### config.mk
export PLATFORM = sky130hd
export DESIGN_NAME = mset_cmd_fifo
export DESIGN_NICKNAME = d
export VERILOG_FILES = /design/src/design/multi_slot_event_timer_scheduler_assert.svh /design/src/design/mset_pkg.sv /design/src/design/mset_cmd_fifo.sv
export SDC_FILE = /design/constraint.sdc
export NUM_CORES = 1
export LEC_CHECK = 0
export BUFFER_PORTS_ARGS = -buffer_cell sky130_fd_sc_hd__buf_2
export CORE_AREA = 4 4 190 192
export DETAILED_ROUTE_END_ITERATION = 16
export DIE_AREA = 0 0 194 196
export PLACE_DENSITY = 0.48
export SLEW_MARGIN = 20
export SYNTH_ARGS = -nofsm -noshare
export SYNTH_HDL_FRONTEND = slang
export SYNTH_SLANG_ARGS = --single-unit
### constraint.sdc
create_clock -name clock -period 10.5 [get_ports clock]
set_input_delay 1.05 -clock clock [delete_from_list [all_inputs] [get_ports clock]]
set_output_delay 1.05 -clock clock [all_outputs]
set_load 0.005 [all_outputs]
### src/design/multi_slot_event_timer_scheduler_assert.svh
// Assertion macros for the event timer scheduler
`ifndef MULTI_SLOT_EVENT_TIMER_SCHEDULER_ASSERT_SVH
`define MULTI_SLOT_EVENT_TIMER_SCHEDULER_ASSERT_SVH
`ifndef ASSERT_OFF
`define MSETS_ASSERT_IMP(label, clk, rst, pre, post) \
   label: assert property (@(posedge clk) disable iff (rst) (pre) |-> (post)) \
      else $error("assertion failed");
`define MSETS_ASSERT_NXT(label, clk, rst, pre, post) \
   label: assert property (@(posedge clk) disable iff (rst) (pre) |=> (post)) \
      else $error("assertion failed");
`else
`define MSETS_ASSERT_IMP(label, clk, rst, pre, post)
`define MSETS_ASSERT_NXT(label, clk, rst, pre, post)
`endif
`endif

### src/design/mset_pkg.sv
// ---------------------------------------------------------------------------
// mset_pkg
// Shared types and codes of the event timer scheduler.
// ---------------------------------------------------------------------------
`timescale 1ns / 1ps
`default_nettype none
package mset_pkg;
   localparam logic [2:0] KIND_ALLOC   = 3'd0;
   localparam logic [2:0] KIND_FREE    = 3'd1;
   localparam logic [2:0] KIND_ARM     = 3'd2;
   localparam logic [2:0] KIND_DISARM  = 3'd3;
   localparam logic [2:0] KIND_ADVANCE = 3'd4;
   localparam logic [2:0] KIND_QUERY   = 3'd5;
   localparam logic [2:0] KIND_RESTART = 3'd6;
   localparam logic [2:0] KIND_SETTIME = 3'd7;

   localparam logic [1:0] ST_OK      = 2'd0;
   localparam logic [1:0] ST_INVALID = 2'd1;
   localparam logic [1:0] ST_UNUSED  = 2'd2;
   localparam logic [1:0] ST_FULL    = 2'd3;

   localparam logic [63:0] NEVER_DUE = 64'hFFFF_FFFF_FFFF_FFFF;

   // one command as the front end queues it
   typedef struct packed {
      logic [2:0]  kind;
      logic [5:0]  slot;
      logic [63:0] time_arg;
      logic [63:0] period_arg;
      logic        repeat_req;
   } cmd_type;

   typedef struct packed {
      logic [1:0]  status;
      logic [5:0]  slot_out;
      logic [63:0] time_out;
      logic        fired;
      logic        last;
   } rsp_type;
endpackage
`default_nettype wire

### src/design/mset_cmd_fifo.sv
// ---------------------------------------------------------------------------
// mset_cmd_fifo
// Front end: accept command beats into a short queue for the engine.
// ---------------------------------------------------------------------------
`timescale 1ns / 1ps
`default_nettype none
module mset_cmd_fifo (
   input  wire                   clock,
   input  wire                   reset,
   input  wire                   in_valid,
   output logic                  in_ready,
   input  wire mset_pkg::cmd_type in_cmd,
   output logic                  out_valid,
   input  wire                   out_ready,
   output mset_pkg::cmd_type     out_cmd
);
   mset_pkg::cmd_type mem_ff [2];
   logic wr_ptr_ff, rd_ptr_ff;
   logic [1:0] count_ff;
   logic push, pop;

   assign in_ready  = (count_ff != 2'd2);
   assign out_valid = (count_ff != 2'd0);
   assign out_cmd   = mem_ff[rd_ptr_ff];
   assign push = in_valid && in_ready;
   assign pop  = out_valid && out_ready;

   always_ff @(posedge clock) begin
      if (push) begin
         mem_ff[wr_ptr_ff] <= in_cmd;
      end
   end

   always_ff @(posedge clock) begin
      if (reset) begin
         wr_ptr_ff <= 1'b0;
         rd_ptr_ff <= 1'b0;
         count_ff  <= 2'd0;
      end else begin
         if (push) wr_ptr_ff <= ~wr_ptr_ff;
         if (pop)  rd_ptr_ff <= ~rd_ptr_ff;
         count_ff <= count_ff + {1'b0, push} - {1'b0, pop};
      end
   end
endmodule
`default_nettype wire

-- Word-level counts from Yosys, hierarchy flattened
Memory sizes are Yosys's and may differ from the RTL's. A register that Yosys moved wholly into a read port is not among the register bits.
Cells that the tools add are included.
- flip-flop bits (word level): 4
- memory bits (writable): 276
- input bits: 142
- output and inout port bits: 140
- logic and storage cells: 16
- memories: 1
- memory list (memory ; words ; width ; rd ports ; clocked after memory_dff ; wr ports ; line ; text):
    mem_ff ; 2 ; 138 ; 1 ; 1 ; 1 ; mset_cmd_fifo.sv:17 ; mset_pkg::cmd_type mem_ff [2];
- add/sub/neg operators: 2
- equality and inequality tests: 1
- multiplexer cells: 4
- bitwise logic cells: 2
- reductions and logical operators: 3
- operators by type and width (operator ; count):
    2-to-1 mux 1 bit ; 4
    adder 2 x 1 -> 2 bit ; 1
    logical AND 1 bit ; 2
    inequality test 2 bit, second input constant ; 1
    inverter 1 bit ; 2
    nonzero test 2 bit ; 1
    subtractor 2 x 1 -> 2 bit ; 1

-- Depth between registers and ports, before layout
Gate-level depths: netlist (run 1).
- word-level depth: 4
- mapped depth: 8
- depth with buffers taken out: 8

-- Worst setup path before layout (run 1)
No wires, ideal clock.
- kind: in2reg
- start point: in in_valid
- end point: mem mem_ff[0][0] (netlist bit) (enable)
- setup time: 637 ps
- arrival: 6865 ps
- required time: 9863 ps
- path slack: 2998 ps
- stages on the path: 2
- buffers on the path: 0
- cell sequence: nand2_1 > nor2_1
- word-level cells in the longest chain between the ends: 3
- RTL lines (element ; line ; text):
    from (decl) ; mset_cmd_fifo.sv:10 ; input wire in_valid,
    logical AND 1 bit ; mset_cmd_fifo.sv:25 ; assign push = in_valid && in_ready;
    2-to-1 mux 1 bit ; mset_cmd_fifo.sv:29 ; if (push) begin
    2-to-1 mux 1 bit (not written as such) ; mset_cmd_fifo.sv:30 ; mem_ff[wr_ptr_ff] <= in_cmd;
    to (decl) ; mset_cmd_fifo.sv:17 ;
Every way passes these cells.

==> metrics.txt, run 1 <==
YS warnings=0; leading register cell type out of synthesis=edfxtp_1; drt drc=0; RSZ-0062 raised after global routing=no; largest net degree at the start of global routing=75; number of global-route vias before repair=5444; Max IR drop VDD=approximately 0.00013 V; CTS H-tree depth=1; fin crit share=39.23%; die area=38020 um2; area of the mapped netlist=10230 um2; Antenna Nets Post-Route=0; Crit path arrival time=3.07 ns; end of the critical path=out_cmd[0]; Post-CTS Hold Fix Bufs=0; r2r startpoint=count_ff[0]; NetSw=0.7704 mW; #FFs+latches synth=~280; final hold violations=0; CTS tree=yes; routed vias/inst=roughly 4.2; layout cells sized above 1=60.13%; Synth top area share=between 80% and 90%; drt wl/cell=17.62 um; Fmax=242.7 MHz; Int Power=between 2 and 2.5 mW; Synth cell types=16; worst hold path type=reg2reg; fin nets=900; core area=34370 um2; RePlAce Congestion=~0.7; outcome=complete, no violations; FF-to-FF path depth=3; Slew headroom=29.41%; Clock power frac=33.9%; total grt overflow=0; Worst Skew=0.008092 ns; pwr/cell area=~240 nW/um2; Final Core Density=38.10%; number of top-level pins=about 280; first-pass GRT wire length=32.55 mm; drt pass-1 iters=5; Port Buf Inserts=between 200 and 300; Die Y-Extent=196 um; CP required=between 9 and 10 ns; Cell Rows=68; clock transition at the registers of the reported paths=0.06 ns; Max Slew Vio Count=0; Clock Latency Late Sink=0.55 ns; Area Growth Syn to Fin=27.99%; Setup-failing EPs final=0; synth cell count leaders=edfxtp_1, mux2_2, buf_6, dfxtp_1, nor2_1; Combinational Power Share=19.2%; CTS Sinks=281; top post-synthesis cells by area=edfxtp_1, mux2_2, buf_6; CP max FO=between 70 and 80; initial antenna violation count=5; Worst Tran Pin Value=1.059 ns; Tmin final=between 4 and 5 ns; Pwr Total=roughly 3.1 mW; crit path kind=reg2out; Post-synth EDFFs=about 280; Sequential Power Share=47.0%; area leader, netlist=edfxtp_1; max cap viols=0; vias post-DR=5163; Synth Net Count=597; synthesized area per cell=22.59 um2; Syn Inst Count=roughly 450; initial DRC count=approximately 170; switching share of power=24.55%; Max clock buf depth=3; R2R Setup Slk=~7.7 ns; initial core utilization=29.77%; DIE WIDTH=~190 um; filler instances=3227; GRT Util Overall=10.86%; post-cts resize count=0; LEAKAGE=just under 5 nW; Routed Wire Length=approximately 22 mm; Post-synth ARST share=0%; Critical Path Start Type=flip-flop; root buffer cell=clkbuf_16; sequential area share after synthesis=81.98%; Post-DP HPWL=13.99 mm; CP Capture Type=output pin; TNS Setup=0 ns; number of setup buffers added after CTS=0; Num CTS Buffers=31; FF-to-FF End=mem_ff[1][52]; most frequent cell after synthesis=edfxtp_1
worst min path at each step:
stage | from | end | slack, ns | cells after the start
after floorplan | rd_ptr_ff | flip-flop | 0.48 | 2
after global placement | rd_ptr_ff | rd_ptr_ff | 0.50 | 2
after detailed placement | rd_ptr_ff | flip-flop | 0.50 | 2
after CTS | rd_ptr_ff | flip-flop | 0.52 | 2
after global routing | rd_ptr_ff | rd_ptr_ff | 0.56 | 2
final | rd_ptr_ff | rd_ptr_ff | 0.52 | 2
through the flow:
stage	cell area, um2	setup slack (ns)	std cells	hold slack [ns]
after CTS	13090	6.184	1235	0.5244
after detailed placement	12090	6.791	1178	0.4992
after global placement	12090	6.809	1178	0.4961
after global routing	13090	6.151	1235	0.5607
after floorplan	10230	2.998	453	0.4810
final	13100	6.381	1236	0.5166
worst max-delay path: stages, from the launching register on:
cell and delay, ns:
dfxtp_4 0.93, buf_4 0.90, mux2_2 0.43, buf_2 0.15
cell families (layout without fill, tap and decap cells):
group | Yosys count | after routing | share of synthesized area [%]
xor gates and xnor gates | 3 | 3 | 0.2568
muxes | 139 | 139 | 15.30
adders and majority gates | 2 | 2 | 0.2445
buffers and inverters | 16 | 343 | 1.626
DFF | 281 | 281 | 81.98
and+or+nand+nor | 11 | 11 | 0.5259
other | 0 | 1 | 0
AOI/OAI and AO/OA | 1 | 1 | 0.07339
metal layers:
layer / wire [um] / global-route usage [%] / vias up
met2: 10340 / 17.85 / 183
met1: 9113 / 13.63 / 2526
met4: 392 / 2.578 / 8
li1: - / - / 2412
met3: 1873 / 4.276 / 34
met5: 61 / 0 / -
state kept, by name (all words and copies together), names as in the netlist, named ones only:
name       cells
wr_ptr_ff      1
mem_ff       276
count_ff       2
rd_ptr_ff      1
cell usage in the layout, fill, tap and decap left out, types with 3 or more instances in the layout:
cell type    n
nor2_1       4
bufinv_16    4
dfxtp_1      4
mux2_2     139
clkinv_1     3
clkinv_2     3
buf_2      281
clkbuf_16   31
buf_4        4
edfxtp_1   276
clkbuf_1    13
area by class of cell:
type,instances,area [um2],share of cell area [%]
clock buffer,45,838.3,6.401
clock inverter,12,163.9,1.252
timing repair buffer,285,1436,10.97
multi-input combinational,156,1690,12.91
antenna,1,2.502,0.01911
inverter,1,3.754,0.02866
sequential,281,8392,64.08
tap,455,569.3,4.347
power by group through the flow:
stage / clock network, mW / registers [mW] / logic (mW)
floorplan: 0 / 1.49 / 0.392
global placement: 0 / 1.50 / 0.625
detailed placement: 0 / 1.50 / 0.624
CTS: 1.10 / 1.48 / 0.628
global route: 1.16 / 1.49 / 0.664
finish: 1.06 / 1.47 / 0.602
No activity file was read; power rests on OpenSTA's default activity.
==> run 2, diff against run 1 <==
--- a/config.mk
+++ b/config.mk
@@ -9,7 +9,7 @@
 export CORE_AREA = 4 4 190 192
 export DETAILED_ROUTE_END_ITERATION = 16
 export DIE_AREA = 0 0 194 196
-export PLACE_DENSITY = 0.48
+export PLACE_DENSITY = 0.5
 export SLEW_MARGIN = 20
 export SYNTH_ARGS = -nofsm -noshare
 export SYNTH_HDL_FRONTEND = slang
==> constraint.sdc (replaced) <==
create_clock -name clock -period 3.7 [get_ports clock]
set_input_delay 0.37 -clock clock [delete_from_list [all_inputs] [get_ports clock]]
set_output_delay 0.37 -clock clock [all_outputs]
set_load 0.005 [all_outputs]
==> metrics.txt, run 2 (synthesized netlist as in run 1, its figures left out) <==
largest registers=mem_ff (276), count_ff (2); post-cts resize count=0; number of top-level pins=282; fin nets=1040; Fmax=384.1 MHz; switching share of power=24.72%; Seq. cell area=~8400 um2; commonest cells after routing, fill and taps aside=buf_2, edfxtp_1, mux2_2; worst hold path type=in2reg; GRT Util Overall=between 10% and 20%; Cell Rows=a little under 70; initial antenna violation count=1; total grt overflow=0; CTS tree=yes; largest net degree at the start of global routing=80; routed vias/inst=4.151; Critical Path Start Type=flip-flop; DIE WIDTH=194 um; Area Growth Syn to Fin=42.22%; Num CTS Buffers=30; crit path kind=reg2out; root buffer cell=clkbuf_16; Slew headroom=56.16%; outcome=complete, no violations; Sequential Power Share=45.8%; clock transition at the registers of the reported paths=0.06 ns; Crit path arrival time=2.23 ns; layout cells sized above 1=51.74%; Die Y-Extent=196 um; CTS Sinks=about 280; DP Area=12180 um2; RePlAce Congestion=between 0.7 and 0.8; area of the multi-input gates=about 1700 um2; Routed Wire Length=22.19 mm; Int Power=6.806 mW; max reg flops=276; CP max FO=40; NetSw=2.235 mW; max cap viols=0; number of global-route vias before repair=6145; CP required=~3.3 ns; pwr/cell area=621.3 nW/um2; Post-DP HPWL=14.08 mm; LEAKAGE=about 5.4 nW; RSZ-0062 raised after global routing=no; Clock Latency Late Sink=0.55 ns; Combinational Power Share=21.2%; Clock power frac=about a third; design area=approximately 15000 um2; Ant. Diodes=0; CTS H-tree depth=1; fin crit share=70.36%; drt drc=0; final hold violations=0; Worst Tran Pin Value=0.6561 ns; die area=38020 um2; most common cell after layout, fill and taps aside=buf_2; Port Buf Inserts=281; Max clock buf depth=3; Largest Register=mem_ff; CP Capture Type=output pin; Max Slew Vio Count=0; Antenna Nets Post-Route=0; Worst Skew=0.01312 ns; filler instances=about 3100; Tmin final=between 2 and 3 ns; drt wl/cell=16.14 um; initial DRC count=181; vias post-DR=5708; Max IR drop VDD=0.0004464 V; initial core utilization=between 20% and 30%; number of setup buffers added after CTS=0; TNS Setup=0 ns; Setup-failing EPs final=0; core area=roughly 34000 um2; drt pass-1 iters=4; first-pass GRT wire length=34.48 mm
[run 2: cell count changes in the layout (fill, tap and decap cells not counted)]
cell,delta
buf_12,+5
buf_4,-2
clkbuf_1,-8
clkbuf_8,-1
clkinv_1,+3
clkinv_2,+4
clkinvlp_4,+3
diode_2,-1
dlygate4sd3_1,+138
inv_6,-2
[run 2: worst paths after layout]
check | startpoint | to | slack (ns) | cells past startpoint
worst max register to register | count_ff[0] | mem_ff[0][104] | 1.62 | 4
worst min register to register | rd_ptr_ff | rd_ptr_ff | 0.52 | 2
worst max-delay path | flip-flop | out_cmd[59] | 1.10 | 3
worst min-delay path | reset | count_ff[0] | 0.07 | 2
[run 2: power by group through the flow]
stage / combinational [mW] / sequential [mW] / clock [mW]
3_3_place_gp: 1.84 / 4.21 / 0
2_1_floorplan: 1.11 / 4.15 / 0
6_report: 1.91 / 4.14 / 2.98
3_5_place_dp: 1.85 / 4.22 / 0
5_1_grt: 2.09 / 4.19 / 3.23
4_1_cts: 1.98 / 4.15 / 3.10
[run 2: through the flow]
stage          cells  power (mW)  utilization, %  setup slack [ns]  hold WS, ns
2_1_floorplan    453       5.266               -            0.6086       0.4416
3_3_place_gp    1181       6.056           35.43             1.620       0.4975
3_5_place_dp    1181       6.063           35.43             1.602       0.5172
4_1_cts         1375       9.229           42.34             1.005      0.02207
5_1_grt         1375       9.507           42.34            0.9562      0.05110
6_report        1375       9.041           42.34             1.097      0.06796
[run 2: cell type report]
type / instances / area share (%)
timing repair buffer: 426 / 19.95
multi-input combinational: 156 / 11.62
clock buffer: 36 / 5.460
inverter: 1 / 0.02579
sequential: 281 / 57.66
clock inverter: 20 / 1.376
tap: 455 / 3.912
[run 2: critical path, stage by stage (launching register included)]
cell and delay [ns]:
dfxtp_4 0.74, buf_4 0.42, mux2_2 0.38, buf_2 0.13
[run 2: routing by layer]
metal  vias up  track usage, %  routed length [um]
li1       2693               -                   -
met1      2805           14.57                9561
met2       181           18.33               10620
met3        27           3.229                1578
met4         2           3.151                 403
met5         -               0                  20
[run 2: what timing repair did]
item | 4_1_cts | 5_1_grt
endpoints found under the setup margin | 0 | 0
hold endpoints to repair | 276 | 0
hold buffers | 138 | 0
==> run 3, diff against run 2 <==
--- a/config.mk
+++ b/config.mk
@@ -5,6 +5,7 @@
 export SDC_FILE = /design/constraint.sdc
 export NUM_CORES = 1
 export LEC_CHECK = 0
+export ABC_AREA = 1
 export BUFFER_PORTS_ARGS = -buffer_cell sky130_fd_sc_hd__buf_2
 export CORE_AREA = 4 4 190 192
 export DETAILED_ROUTE_END_ITERATION = 16
==> constraint.sdc (replaced) <==
create_clock -name clock -period 2.3 [get_ports clock]
set_input_delay 0.23 -clock clock [delete_from_list [all_inputs] [get_ports clock]]
set_output_delay 0.23 -clock clock [all_outputs]
set_load 0.005 [all_outputs]
==> metrics.txt, run 3 <==
Worst Skew=slightly below 0.01 ns; number of global-route vias before repair=6342; max cap viols=0; area leader, netlist=edfxtp_1; Crit path arrival time=1.90 ns; Worst Tran Pin Value=0.4668 ns; die area=roughly 38000 um2; final non-filler cell total=1399; vias post-DR=5824; CTS H-tree depth=1; synthesized area per cell=roughly 22 um2; initial antenna violation count=0; Clock Latency Late Sink=0.55 ns; max reg flops=~280; DIE WIDTH=194 um; final hold violations=0; #FFs+latches synth=281; CP required=2.07 ns; Synth cell types=11; number of top-level pins=282; CP Capture Type=output pin; Antenna Nets Post-Route=0; Hold Path Stages=3; RSZ-0062 raised after global routing=no; CTS tree=yes; layout cells sized above 1=51.06%; Max clock buf depth=3; Die Y-Extent=196 um; routed vias/inst=4.163; drt wl/cell=16.57 um; clock transition at the registers of the reported paths=0.06 ns; RePlAce Congestion=0.7169; Synth Area in XOR/XNOR=0%; YS warnings=0; Setup-failing EPs final=0; post-synthesis adder-cell area fraction=less than 1%; Ant. Diodes=0; fin crit share=92.40%; initial core utilization=29.82%; hold slack=0.3988 ns; root buffer cell=clkbuf_16; outcome=complete, no violations; worst hold path type=in2reg; sequential area share after synthesis=81.85%; Synth Area in Compound Gates=0.09767%; pwr/cell area=984.7 nW/um2; core area=approximately 34000 um2; initial DRC count=222; Post-synth EDFFs=276; simple logic cell fraction of the synthesized area=less than 1%; drt pass-1 iters=5; most common cell after layout, fill and taps aside=buf_2; GRT Util Overall=11.67%; leading register cell type out of synthesis=edfxtp_1; synth cell count leaders=edfxtp_1, mux2_2, buf_6, nor2_1; CTS Sinks=281; commonest cells after routing, fill and taps aside=buf_2, edfxtp_1, dlygate4sd3_1; Synth Net Count=between 600 and 700; largest family of logic cells by synthesized area=multiplexers; hold endpoint=count_ff[0]; total grt overflow=0; CP max FO=17; Synth top area share=around four fifths; Area Growth Syn to Fin=43.04%; Syn Inst Count=466; Num CTS Buffers=31; Max Slew Vio Count=0; Fmax=470.5 MHz; multiplexer share of the synthesized area=15.16%; largest registers=mem_ff (276), count_ff (2); Tmin final=between 2 and 2.5 ns; LEAKAGE=5.478 nW; most frequent cell after synthesis=edfxtp_1; Critical Path Start Type=flip-flop; Post-synth ARST share=0%; R2R Setup Slk=0.74 ns; FF-to-FF path depth=5; Largest Register=mem_ff; Slew headroom=68.88%; Post-DP HPWL=14.89 mm; Port Buf Inserts=281; r2r startpoint=count_ff[0]; Routed Wire Length=23.18 mm; post-placement cell count=~1200; HP Start=reset; crit path kind=reg2out; drt drc=0; FF-to-FF End=mem_ff[0][45]; fin nets=approximately 1100; Cell Rows=68; fin worst setup slack=0.1747 ns; first-pass GRT wire length=35.46 mm; worst slack at placement=between 0.5 and 0.6 ns; area of the mapped netlist=10250 um2; top post-synthesis cells by area=edfxtp_1, mux2_2, buf_6; Max IR drop VDD=0.0006572 V; largest net degree at the start of global routing=64
run 3: cell count changes in the layout (fill, tap and decap cells not counted), moves of 3 or more:
cell           change
inv_1              +5
nand2_1            +5
buf_4              +4
clkinv_1           +4
nor2_1             +4
buf_12             +3
dlygate4sd3_1      +3
run 3: cells by family (layout without fill, tap and decap cells):
family | after synthesis | in the layout
DFF | 281 | 281
muxes | 138 | 138
buffers and inverters | 23 | 501
and+or+nand+nor | 20 | 20
adders and majority gates | 2 | 2
AOI/OAI and AO/OA | 2 | 2
run 3: layout make-up:
type	count	area, um2
clock inverters	18	130.1
flip-flops and latches	281	8394
inverters	8	33.78
well taps	455	569.3
repair buffers	437	3034
fillers	3130	19710
clock buffers	38	802.0
multi-input cells	162	1695
run 3: timing repair:
item                                    CTS  global route
gates resized for setup                   0             0
buffers inserted                          1             0
hold buffers                            141             0
endpoints found under the hold margin   281             0
endpoints found under the setup margin   22             0
run 3: worst max path at each step:
stage / start / to / slack [ns]
floorplan: count_ff[0] / mem_ff[0][0] / -0.67
global placement: flip-flop / out_cmd[64] / 0.60
detailed placement: flip-flop / out_cmd[61] / 0.57
CTS: flip-flop / out_cmd[61] / 0.07
global route: flip-flop / out_cmd[60] / 0.07
finish: flip-flop / out_cmd[61] / 0.17
run 3: critical path, cell delays in order, from the launching register on:
cell     delay (ns)
dfxtp_4        0.51
buf_4          0.31
mux2_2         0.37
buf_2          0.13
run 3: stage by stage:
| step | TNS [ns] | power (mW) | area [um2] | util [%] |
|---|---|---|---|---|
| 2_1_floorplan | -182.73 | 8.499 | 10280 | - |
| 3_3_place_gp | 0 | 9.847 | 12300 | 35.80 |
| 3_5_place_dp | 0 | 9.864 | 12300 | 35.80 |
| 4_1_cts | 0 | 14.74 | 14660 | 42.65 |
| 5_1_grt | 0 | 15.25 | 14660 | 42.65 |
| 6_report | 0 | 14.44 | 14660 | 42.65 |
run 3: report_power, final:
group / switching (mW) / internal, mW / leakage (nW)
Clock: 1.89 / 2.67 / 0.454
Sequential: 0.191 / 6.48 / 2.62
Combinational: 1.56 / 1.65 / 2.40
Total: 3.64 / 10.8 / 5.48
run 3: per-layer routing:
metal	wire length [um]	track usage (%)	up-vias
met2	11480	19.94	190
met1	9687	14.55	2862
met3	1649	3.795	22
met5	0	0	-
met4	364	2.656	0
li1	-	-	2750
