**config.mk**
```make
export PLATFORM = sky130hd
export DESIGN_NAME = mset_engine
export DESIGN_NICKNAME = d
export VERILOG_FILES = /design/src/design/mset_pkg.sv /design/src/design/mset_engine.sv
export VERILOG_INCLUDE_DIRS = /design/src /design/src/design
export SDC_FILE = /design/constraint.sdc
export NUM_CORES = 2
export LEC_CHECK = 0
export BUFFER_PORTS_ARGS = -buffer_cell sky130_fd_sc_hd__buf_2
export CAP_MARGIN = 20
export CELL_PAD_IN_SITES_DETAIL_PLACEMENT = 0
export CELL_PAD_IN_SITES_GLOBAL_PLACEMENT = 1
export CORE_ASPECT_RATIO = 1.2
export CORE_MARGIN = 10
export CORE_UTILIZATION = 34
export CTS_BUF_LIST = sky130_fd_sc_hd__clkbuf_16
export DETAILED_ROUTE_END_ITERATION = 10
export GPL_ROUTABILITY_DRIVEN = 0
export PLACE_DENSITY_LB_ADDON = 0.1
export SLEW_MARGIN = 10
export SYNTH_ARGS = -nofsm -noshare
export SYNTH_HDL_FRONTEND = slang
export SYNTH_SLANG_ARGS = --single-unit
```
**constraint.sdc**
```tcl
create_clock -name clock -period 9.8 [get_ports clock]
set_clock_uncertainty 0.05 [all_clocks]
set_input_delay 1.96 -clock clock [delete_from_list [all_inputs] [get_ports clock]]
set_output_delay 1.96 -clock clock [all_outputs]
set_load 0.01 [all_outputs]
```
**src/design/multi_slot_event_timer_scheduler_assert.svh**
```systemverilog
// Assertion macros for the event timer scheduler
`ifndef MULTI_SLOT_EVENT_TIMER_SCHEDULER_ASSERT_SVH
`define MULTI_SLOT_EVENT_TIMER_SCHEDULER_ASSERT_SVH
`ifndef ASSERT_OFF
`define MSETS_ASSERT_IMP(label, clk, rst, pre, post) \
   label: assert property (@(posedge clk) disable iff (rst) (pre) |-> (post)) \
      else $error("assertion failed");
`define MSETS_ASSERT_NXT(label, clk, rst, pre, post) \
   label: assert property (@(posedge clk) disable iff (rst) (pre) |=> (post)) \
      else $error("assertion failed");
`else
`define MSETS_ASSERT_IMP(label, clk, rst, pre, post)
`define MSETS_ASSERT_NXT(label, clk, rst, pre, post)
`endif
`endif

```
**src/design/mset_pkg.sv**
```systemverilog
// ---------------------------------------------------------------------------
// mset_pkg
// Shared types and codes of the event timer scheduler.
// ---------------------------------------------------------------------------
`timescale 1ns / 1ps
`default_nettype none
package mset_pkg;
   localparam logic [2:0] KIND_ALLOC   = 3'd0;
   localparam logic [2:0] KIND_FREE    = 3'd1;
   localparam logic [2:0] KIND_ARM     = 3'd2;
   localparam logic [2:0] KIND_DISARM  = 3'd3;
   localparam logic [2:0] KIND_ADVANCE = 3'd4;
   localparam logic [2:0] KIND_QUERY   = 3'd5;
   localparam logic [2:0] KIND_RESTART = 3'd6;
   localparam logic [2:0] KIND_SETTIME = 3'd7;

   localparam logic [1:0] ST_OK      = 2'd0;
   localparam logic [1:0] ST_INVALID = 2'd1;
   localparam logic [1:0] ST_UNUSED  = 2'd2;
   localparam logic [1:0] ST_FULL    = 2'd3;

   localparam logic [63:0] NEVER_DUE = 64'hFFFF_FFFF_FFFF_FFFF;

   // one command as the front end queues it
   typedef struct packed {
      logic [2:0]  kind;
      logic [5:0]  slot;
      logic [63:0] time_arg;
      logic [63:0] period_arg;
      logic        repeat_req;
   } cmd_type;

   typedef struct packed {
      logic [1:0]  status;
      logic [5:0]  slot_out;
      logic [63:0] time_out;
      logic        fired;
      logic        last;
   } rsp_type;
endpackage
`default_nettype wire

```
**src/design/mset_engine.sv**
```systemverilog
// ---------------------------------------------------------------------------
// mset_engine
// Back end: carry out commands on the slot table, one slot a cycle in a sweep.
// ---------------------------------------------------------------------------
`timescale 1ns / 1ps
`default_nettype none
`include "multi_slot_event_timer_scheduler_assert.svh"
module mset_engine #(
   parameter int NUM_SLOTS = 16
) (
   input  wire                clock,
   input  wire                reset,
   input  wire                cmd_valid,
   output logic               cmd_ready,
   input  wire mset_pkg::cmd_type cmd,
   output logic               rsp_valid,
   input  wire                rsp_ready,
   output mset_pkg::rsp_type  rsp
);
   localparam int IW = (NUM_SLOTS > 1) ? $clog2(NUM_SLOTS) : 1;
   localparam int HW = $clog2(NUM_SLOTS + 1);

   localparam logic [2:0] S_IDLE  = 3'd0;
   localparam logic [2:0] S_SCAN  = 3'd1;  // alloc search / restart sweep
   localparam logic [2:0] S_ADV0  = 3'd2;  // mark due slots pending, next_due over not-due slots
   localparam logic [2:0] S_FIND  = 3'd3;  // find earliest pending slot
   localparam logic [2:0] S_FIRE  = 3'd4;  // emit and update one slot
   localparam logic [2:0] S_OUT   = 3'd5;  // unused; the engine never enters it

   logic [2:0]  state_ff;
   mset_pkg::cmd_type cmd_ff;
   logic [63:0] now_ff, next_due_ff;
   logic [HW-1:0] hw_ff;
   logic [NUM_SLOTS-1:0] used_ff, armed_ff, cont_ff, pend_ff;
   logic [63:0] period_ff [NUM_SLOTS];
   logic [63:0] due_ff    [NUM_SLOTS];
   logic [HW-1:0] idx_ff;
   logic [IW-1:0] best_ff;
   logic          best_ok_ff;
   logic [63:0]   best_t_ff;
   logic          rvalid_ff;
   mset_pkg::rsp_type rsp_ff;

   logic [IW-1:0] cur, sidx;
   logic          s_valid;
   logic [63:0]   cur_due, cur_sum;

   assign cur     = idx_ff[IW-1:0];
   assign sidx    = cmd.slot[IW-1:0];
   assign s_valid = ({{(8-HW){1'b0}}, hw_ff} > {2'b00, cmd.slot}) &&
                    (cmd.slot < 6'(NUM_SLOTS));
   assign cur_due = due_ff[cur];
   assign cur_sum = due_ff[best_ff] + period_ff[best_ff];

   assign cmd_ready = (state_ff == S_IDLE) && !rvalid_ff;
   assign rsp_valid = rvalid_ff;
   assign rsp       = rsp_ff;

   function automatic mset_pkg::rsp_type mk(input logic [1:0] st, input logic [5:0] sl,
                                            input logic [63:0] t, input logic f,
                                            input logic l);
      mset_pkg::rsp_type r;
      r.status = st; r.slot_out = sl; r.time_out = t; r.fired = f; r.last = l;
      return r;
   endfunction

   always_ff @(posedge clock) begin
      if (reset) begin
         state_ff    <= S_IDLE;
         rvalid_ff   <= 1'b0;
         now_ff      <= '0;
         next_due_ff <= mset_pkg::NEVER_DUE;
         hw_ff       <= '0;
         used_ff     <= '0;
         armed_ff    <= '0;
         cont_ff     <= '0;
         pend_ff     <= '0;
         idx_ff      <= '0;
         best_ok_ff  <= 1'b0;
      end else begin
         unique case (state_ff)
            S_IDLE: begin
               if (cmd_valid && cmd_ready) begin
                  cmd_ff <= cmd;
                  idx_ff <= '0;
                  unique case (cmd.kind) inside
                     mset_pkg::KIND_ALLOC, mset_pkg::KIND_RESTART: begin
                        state_ff <= S_SCAN;
                        if (cmd.kind == mset_pkg::KIND_RESTART) begin
                           now_ff      <= '0;
                           next_due_ff <= mset_pkg::NEVER_DUE;
                        end
                     end
                     mset_pkg::KIND_ADVANCE: begin
                        next_due_ff <= mset_pkg::NEVER_DUE;
                        pend_ff     <= '0;
                        state_ff    <= S_ADV0;
                     end
                     mset_pkg::KIND_FREE, mset_pkg::KIND_ARM: begin
                        rvalid_ff <= 1'b1;
                        if (!s_valid) begin
                           rsp_ff <= mk(mset_pkg::ST_INVALID, '0, '0, 1'b0, 1'b1);
                        end else if (!used_ff[sidx]) begin
                           rsp_ff <= mk(mset_pkg::ST_UNUSED, '0, '0, 1'b0, 1'b1);
                        end else begin
                           rsp_ff <= mk(mset_pkg::ST_OK, '0, '0, 1'b0, 1'b1);
                           if (cmd.kind == mset_pkg::KIND_FREE) begin
                              used_ff[sidx]  <= 1'b0;
                              armed_ff[sidx] <= 1'b0;
                              if ({2'b00, cmd.slot} + 8'd1 == {{(8-HW){1'b0}}, hw_ff})
                                 hw_ff <= hw_ff - HW'(1);
                           end else begin
                              if (cmd.period_arg != '0) period_ff[sidx] <= cmd.period_arg;
                              armed_ff[sidx] <= 1'b1;
                              cont_ff[sidx]  <= cmd.repeat_req;
                              due_ff[sidx]   <= now_ff + cmd.time_arg;
                              if (now_ff + cmd.time_arg < next_due_ff)
                                 next_due_ff <= now_ff + cmd.time_arg;
                           end
                        end
                     end
                     mset_pkg::KIND_DISARM: begin
                        rvalid_ff <= 1'b1;
                        if (!s_valid) begin
                           rsp_ff <= mk(mset_pkg::ST_INVALID, '0, '0, 1'b0, 1'b1);
                        end else begin
                           armed_ff[sidx] <= 1'b0;
                           rsp_ff <= mk(mset_pkg::ST_OK, '0, '0, 1'b0, 1'b1);
                        end
                     end
                     mset_pkg::KIND_QUERY: begin
                        rvalid_ff <= 1'b1;
                        if (!s_valid) begin
                           rsp_ff <= mk(mset_pkg::ST_INVALID, '0, mset_pkg::NEVER_DUE,
                                        1'b0, 1'b1);
                        end else if (armed_ff[sidx] && due_ff[sidx] > now_ff) begin
                           rsp_ff <= mk(mset_pkg::ST_OK, '0, due_ff[sidx] - now_ff,
                                        1'b0, 1'b1);
                        end else begin
                           rsp_ff <= mk(mset_pkg::ST_OK, '0, '0, 1'b0, 1'b1);
                        end
                     end
                     mset_pkg::KIND_SETTIME: begin
                        now_ff    <= cmd.time_arg;
                        rvalid_ff <= 1'b1;
                        rsp_ff    <= mk(mset_pkg::ST_OK, '0, '0, 1'b0, 1'b1);
                     end
                     default: ;
                  endcase
               end else if (rsp_ready) begin
                  rvalid_ff <= 1'b0;
               end
            end
            S_SCAN: begin
               // walk slots below the mark
               if (idx_ff >= hw_ff) begin
                  state_ff  <= S_IDLE;
                  rvalid_ff <= 1'b1;
                  if (cmd_ff.kind == mset_pkg::KIND_RESTART) begin
                     rsp_ff <= mk(mset_pkg::ST_OK, '0, '0, 1'b0, 1'b1);
                  end else if (hw_ff >= HW'(NUM_SLOTS)) begin
                     rsp_ff <= mk(mset_pkg::ST_FULL, '0, '0, 1'b0, 1'b1);
                  end else begin
                     used_ff[hw_ff[IW-1:0]]   <= 1'b1;
                     armed_ff[hw_ff[IW-1:0]]  <= 1'b0;
                     cont_ff[hw_ff[IW-1:0]]   <= 1'b0;
                     period_ff[hw_ff[IW-1:0]] <= '0;
                     due_ff[hw_ff[IW-1:0]]    <= '0;
                     hw_ff <= hw_ff + HW'(1);
                     rsp_ff <= mk(mset_pkg::ST_OK, 6'(hw_ff), '0, 1'b0, 1'b1);
                  end
               end else if (cmd_ff.kind == mset_pkg::KIND_ALLOC) begin
                  if (!used_ff[cur]) begin
                     used_ff[cur]   <= 1'b1;
                     armed_ff[cur]  <= 1'b0;
                     cont_ff[cur]   <= 1'b0;
                     period_ff[cur] <= '0;
                     due_ff[cur]    <= '0;
                     rsp_ff    <= mk(mset_pkg::ST_OK, 6'(idx_ff), '0, 1'b0, 1'b1);
                     rvalid_ff <= 1'b1;
                     state_ff  <= S_IDLE;
                  end else begin
                     idx_ff <= idx_ff + HW'(1);
                  end
               end else begin
                  if (used_ff[cur] && armed_ff[cur] && cont_ff[cur])
                     due_ff[cur] <= period_ff[cur];
                  idx_ff <= idx_ff + HW'(1);
               end
            end
            S_ADV0: begin
               if (idx_ff >= hw_ff) begin
                  idx_ff     <= '0;
                  best_ok_ff <= 1'b0;
                  state_ff   <= S_FIND;
               end else begin
                  if (used_ff[cur] && armed_ff[cur]) begin
                     if (cur_due <= cmd_ff.time_arg) pend_ff[cur] <= 1'b1;
                     else if (cur_due < next_due_ff) next_due_ff <= cur_due;
                  end
                  idx_ff <= idx_ff + HW'(1);
               end
            end
            S_FIND: begin
               if (idx_ff >= hw_ff) begin
                  if (best_ok_ff) begin
                     state_ff <= S_FIRE;
                     if (rsp_ready) rvalid_ff <= 1'b0;
                  end else if (!rvalid_ff || rsp_ready) begin
                     now_ff    <= cmd_ff.time_arg;
                     rsp_ff    <= mk(mset_pkg::ST_OK, '0, next_due_ff, 1'b0, 1'b1);
                     rvalid_ff <= 1'b1;
                     state_ff  <= S_IDLE;
                  end
               end else begin
                  if (pend_ff[cur] && (!best_ok_ff || cur_due < best_t_ff)) begin
                     best_ok_ff <= 1'b1;
                     best_ff    <= cur;
                     best_t_ff  <= cur_due;
                  end
                  idx_ff <= idx_ff + HW'(1);
                  if (rsp_ready) rvalid_ff <= 1'b0;
               end
            end
            S_FIRE: begin
               if (!rvalid_ff || rsp_ready) begin
                  pend_ff[best_ff] <= 1'b0;
                  if (!cont_ff[best_ff]) begin
                     armed_ff[best_ff] <= 1'b0;
                  end else begin
                     due_ff[best_ff] <= cur_sum;
                     if (cur_sum < next_due_ff) next_due_ff <= cur_sum;
                  end
                  rsp_ff    <= mk(mset_pkg::ST_OK, 6'(best_ff), best_t_ff, 1'b1, 1'b0);
                  rvalid_ff <= 1'b1;
                  idx_ff     <= '0;
                  best_ok_ff <= 1'b0;
                  state_ff   <= S_FIND;
               end
            end
            default: state_ff <= S_IDLE;
         endcase
      end
   end

   `MSETS_ASSERT_NXT(a_hold, clock, reset, rsp_valid && !rsp_ready, rsp_valid)
   `MSETS_ASSERT_IMP(a_hw, clock, reset, 1'b1, hw_ff <= HW'(NUM_SLOTS))
   `MSETS_ASSERT_IMP(a_busy, clock, reset, state_ff != S_IDLE, !cmd_ready)
   `MSETS_ASSERT_IMP(a_fire_pend, clock, reset, state_ff == S_FIRE, pend_ff[best_ff])
endmodule
`default_nettype wire

```
# Yosys cells after proc, flatten, opt, wreduce, memory -nomap -nowiden
# Memories as Yosys holds them, arrays and structs flattened. A register that Yosys moved wholly into a read port is not among the register bits.
# Index checks and enable logic that the tools add are counted.
[totals]
ff_bits = 416
mem_bits_rw = 2048
elab_cells = 383
n_memories = 2
out_inout_bits = 76
in_bits = 142
[op_classes]
reduce_logical = 48
eq_ne = 58
bitwise_logic = 19
magnitude_cmp = 18
add_sub_neg = 7
n_mux = 211
[memory_table]
columns = ["memory", "depth", "word_bits", "rd", "rd_ports_with_merged_regs", "write_ports", "line_no", "rtl"]
rows = [
  ["due_ff", 16, 64, 3, 2, 1, "mset_engine.sv:36", "logic [63:0] due_ff [NUM_SLOTS];"],
  ["period_ff", 16, 64, 2, 2, 1, "mset_engine.sv:35", "logic [63:0] period_ff [NUM_SLOTS];"],
]
[op_table]
columns = ["op", "count"]
rows = [
  ["$mux W64", 24],
  ["$mux W74", 12],
  ["$mux W16", 38],
  ["$pmux W74 S4", 2],
  ["$pmux W64 S3", 2],
  ["$reduce_or A64 Y1", 5],
  ["$lt A64 B64 Y1", 4],
  ["$pmux W64 S2", 2],
  ["$mux W73", 2],
  ["$add A64 B64 Y64", 2],
  ["$and A16 B16 Y16", 8],
  ["$pmux W16 S2", 3],
  ["$pmux W16 S3", 2],
  ["$mux W5", 16],
  ["$mux W1", 69],
  ["$mux W66", 1],
  ["$gt A64 B64 Y1", 1],
  ["$le A64 B64 Y1", 1],
  ["$not A16 Y16", 4],
  ["$or A16 B16 Y16", 4],
  ["$reduce_bool A64 Y1", 1],
  ["$sub A64 B64 Y64", 1],
  ["$mux W4", 11],
  ["$ne A2 B2 Y1 const B", 21],
  ["49 further kinds", 125],
]

# Logic depth before layout (Yosys ltp)
[depth]
depth_word = 14
ltp_mapped = 35
ltp_nobuf = 28

# Worst setup path before layout
# OpenSTA, ideal clock, no wires.
[synth_path]
path_type = "input -> register"
startpoint = "input cmd[130] (netlist bit)"
endpoint = "memory due_ff[5][0] (enable)"
cell_stages = 15
path_buffers = 4
t_required_ns = 9.264
arrival_ns = 8.179
slack_ns = 1.085
setup_ns = 0.486
cell_sequence = "clkbuf_1 > clkbuf_1 > clkbuf_1 > buf_1 > inv_1 > ha_1 > and3_1 > a311o_1 > a21o_1 > nand2b_1 > or4_1 > nor2_1 > o31ai_1 > or2_2 > nor2_1"
[synth_via]
elab_chain_cells = 12
word_cells_on_any_way = 18
classes_between = "order compare (2); mux (15); reduce/logical (1)"
[synth_rtl]
columns = ["element", "line_no", "rtl"]
rows = [
  ["start: declaration", "mset_engine.sv:15", "input wire mset_pkg::cmd_type cmd,"],
  ["$bmux W1 S4", "mset_engine.sv:103", "end else if (!used_ff[sidx]) begin"],
  ["$mux W1 (not written as such)", "mset_engine.sv:103", ""],
  ["$mux W1", "mset_engine.sv:103", ""],
  ["$mux W1", "mset_engine.sv:101", "if (!s_valid) begin"],
  ["$mux W1", "mset_engine.sv:86", "unique case (cmd.kind) inside"],
  ["$mux W1", "mset_engine.sv:83", "if (cmd_valid && cmd_ready) begin"],
  ["$mux W1", "mset_engine.sv:81", "unique case (state_ff)"],
  ["$mux W1", "mset_engine.sv:68", "if (reset) begin"],
  ["$mux W1 (not written as such)", "mset_engine.sv:116", "due_ff[sidx] <= now_ff + cmd.time_arg;"],
  ["$mux W1 (no line) (3 in a row)", "n/a", ""],
  ["end: declaration", "mset_engine.sv:36", ""],
]
# Several ways; a longest one is shown, not always the timed one. The select of a mux whose other input is x is not followed.

==> flow_metrics.tcl <==
set metrics [dict create \
    finalCritPeriodShare_pct 93.7 \
    cts_sinks 2471 \
    holdBufCountCts 0 \
    min_path_type "register to register" \
    antenna_left 0 \
    avgSynthCellArea_um2 15.4 \
    critPathMaxStageDelay_ns 0.75 \
    first_iter_violations 10100 \
    nets 10000 \
    finalCriticalPeriod_ns 9.19 \
    dp_cells 14500 \
    reg2reg_to "next_due_ff[2]" \
    grt_overflow 0 \
    timing.hold.ws_ns 0.445 \
    synth_warnings 0 \
    cts_inserted_buffers 285 \
    synth-seq-area-share_pct 51.5 \
    io_pins 218 \
    htreeDepth 5 \
    slew_headroom_pct 12.0 \
    area_growth_pct 13.7 \
    power_density_nw_per_um2 193 \
    num_rows 257 \
    holdPathStages 1 \
    routed-via-count 93100 \
    worst_pin_slew_ns 1.32 \
    drt_wl_total_mm 552 \
    avgViaCountPerCell 6.19 \
    synth_cells 9097 \
    maxSlewViolCount 0 \
    cp-start-kind "register" \
    grt_pass1_wl_mm 765 \
    grt_max_degree 146 \
    ir_drop_mv 0.132 \
    reg2reg_depth 30 \
    synth-edff-count 2256 \
    status "finished clean" \
    initial_core_util_pct 34.2 \
    reg2reg_slack_ns 0.61 \
    hold_viol_final 0 \
    cts_tree "yes" \
    place_ws_ns 0.355 \
    first_global_vias 94800 \
    drive_gt1_share_pct 28.5 \
    netlist_area_um2 140000 \
    drv_cap 0 \
    antenna_found_initial 48 \
    setup_ws_ns 0.614 \
    post_cts_buffers 0 \
    worst_path_max_delay_cell "a2111oi_0" \
    port-buffer-count 216 \
    postSynthNetCount 9771 \
    path_clk_slew_ns 0.06 \
    finalSetupTns_ns 0 \
    synth_top_flop_cell "edfxtp_1" \
    crit_top_cell "buf_12" \
    design.core.area_um2 409000 \
    ctsResizeCount 0 \
    path_max_fanout 43 \
    die_height_um 723 \
    fmax_mhz 109 \
    dr.pass1.iters 8 \
    drc 0 \
    wl_per_cell_um 36.7 \
    dieArea_um2 437000 \
    cp.arrival_ns 9.94 \
    setup_violations 0 \
    power.leakage_nw 52.9 \
    hp-start "next_due_ff[36]" \
    rsz0062_at_grt "false" \
    grt_usage_pct 24.6 \
    ys_types 90 \
    clk_latency_ns 0.95 \
    fin_cells 15000 \
    root_buffer "clkbuf_16" \
    critPathKind "register to register" \
    dp_hpwl_mm 371 \
    clockBufferDepth 4 \
    end_kind "register" \
    ys_async_sr_fraction_pct 0 \
    cp.required_ns 10.55 \
    ys_ff_latch 2471 \
    die_w_um 605 \
    worstHoldEndpoint "next_due_ff[36]" \
]
cells by family (layout without fill, tap and decap cells):
group | count (synthesis) | in the layout | synth area share, %
DFF | 2471 | 2471 | 51.5
AOI/OAI and AO/OA | 1835 | 1835 | 8.63
muxes | 1668 | 1668 | 26.3
and+or+nand+nor | 1393 | 1393 | 4.80
buffers and inverters | 1005 | 1490 | 2.74
adders and majority gates | 532 | 532 | 4.78
xor gates and xnor gates | 192 | 192 | 1.20
other | 1 | 16 | 0.00268
worst max path at each step:
stage,from,to,slack (ns),cells past startpoint
2_1_floorplan,cmd[130],due_ff[5][0],1.08,15
3_3_place_gp,cmd[68],next_due_ff[36],0.27,26
3_5_place_dp,cmd[65],next_due_ff[36],0.36,26
4_1_cts,register,next_due_ff[2],0.59,30
5_1_grt,register,next_due_ff[2],0.17,30
6_report,register,next_due_ff[2],0.61,30
worst max-delay path, delay by kind of cell (launching register included):
| kind | cells | cell delay, ns |
|---|---|---|
| muxes | 2 | 1.13 |
| DFF | 1 | 0.43 |
| AOI/OAI and AO/OA | 12 | 3.53 |
| xor gates and xnor gates | 1 | 0.19 |
| and+or+nand+nor | 7 | 1.61 |
| buffers and inverters | 6 | 1.27 |
| adders and majority gates | 2 | 0.67 |
flip-flops by register name (all words and copies together) (netlist names), named ones only:
register and count:
best_ff 4, best_ok_ff 1, best_t_ff 64, cmd_ff 67, cont_ff 16, due_ff 1024
hw_ff 5, idx_ff 5, next_due_ff 64, now_ff 64, pend_ff 16, period_ff 1024
rsp 73, rsp_valid 1, state_ff 3, used_ff 16
stage by stage:
step	cell area (um^2)	utilization, %	power (mW)
after floorplan	140000	-	17.3
after global placement	150000	36.6	20.3
after detailed placement	150000	36.6	20.4
after CTS	159000	38.8	31.0
after global routing	159000	38.9	32.0
final	159000	38.9	30.8
synthesized netlist by cell type (all sizes together), types with 10 or more instances:
cell / instances / share of area [%]
a32oi: 23 / 0.14
a211o: 46 / 0.29
a211oi: 153 / 0.82
or2: 19 / 0.085
nor2: 424 / 1.1
a31oi: 88 / 0.39
a21oi: 451 / 1.6
a2111oi: 15 / 0.094
and3: 36 / 0.16
nand2b: 42 / 0.19
edfxtp: 2256 / 48
and2: 101 / 0.45
ha: 528 / 4.7
a221oi: 99 / 0.67
clkbuf: 454 / 1.2
nand2: 319 / 0.86
o21bai: 45 / 0.24
nor2b: 69 / 0.31
xnor2: 111 / 0.70
xor2: 81 / 0.51
o2111ai: 10 / 0.063
o21a: 41 / 0.22
a22oi: 141 / 0.76
nor4: 46 / 0.21
nand4: 108 / 0.48
dfxtp: 215 / 3.1
nand3: 98 / 0.35
a41oi: 15 / 0.094
o211ai: 29 / 0.16
or3: 11 / 0.049
mux4: 1605 / 26
nor3: 78 / 0.28
a21o: 162 / 0.87
buf: 182 / 0.53
inv: 369 / 0.99
o21ai: 386 / 1.4
o31ai: 18 / 0.10
mux2i: 54 / 0.39
o41ai: 10 / 0.068
per-layer routing:
metal / track usage (%) / vias to the layer above / wire length, um
met3: 3.94 / 844 / 38200
li1: - / 38400 / -
met5: 0 / - / 120
met4: 8.39 / 18 / 22200
met2: 40.2 / 3864 / 261000
met1: 33.4 / 49900 / 230000
layout make-up:
class,count,area (um^2)
antenna,15,37.5
clock buffer,296,7410
clock inverter,217,1670
fill,37800,250000
inverter,369,1390
multi-input combinational,5621,64500
sequential,2471,72100
tap,5439,6810
timing repair buffer,608,5200
report_power, final:
part	switching (mW)	leakage, nW	total [mW]	internal, mW
clock network	4.55	4.69	10.6	6.05
registers	0.244	22.1	12.6	12.3
logic	4.74	26.1	7.58	2.84
total	9.54	52.9	30.8	21.2
cells in the final DEF (no fill, tap or decap), types with 23 or more instances in the layout:
master | Yosys | layout
a211o_1 | 46 | 46
a211oi_1 | 153 | 153
a21o_1 | 162 | 162
a21oi_1 | 451 | 449
a221oi_1 | 88 | 87
a22oi_1 | 141 | 141
a31oi_1 | 88 | 87
a32oi_1 | 23 | 23
and2_1 | 100 | 97
and3_1 | 36 | 35
buf_12 | 0 | 88
buf_2 | 33 | 212
buf_4 | 1 | 295
clkbuf_16 | 0 | 296
clkinv_1 | 0 | 61
clkinv_2 | 0 | 37
dfxtp_1 | 215 | 207
edfxtp_1 | 2256 | 2256
ha_1 | 528 | 528
inv_1 | 367 | 435
mux2i_1 | 54 | 54
mux4_2 | 1605 | 1605
nand2_1 | 319 | 318
nand2b_1 | 42 | 39
nand3_1 | 98 | 98
nand4_1 | 108 | 108
nor2_1 | 423 | 383
nor2_4 | 0 | 36
nor2b_1 | 69 | 67
nor3_1 | 78 | 75
nor4_1 | 46 | 40
o211ai_1 | 29 | 29
o21a_1 | 41 | 41
o21ai_0 | 381 | 375
o21bai_1 | 45 | 45
xnor2_1 | 111 | 111
xor2_1 | 81 | 81
Power figures use the tool's default switching activity.
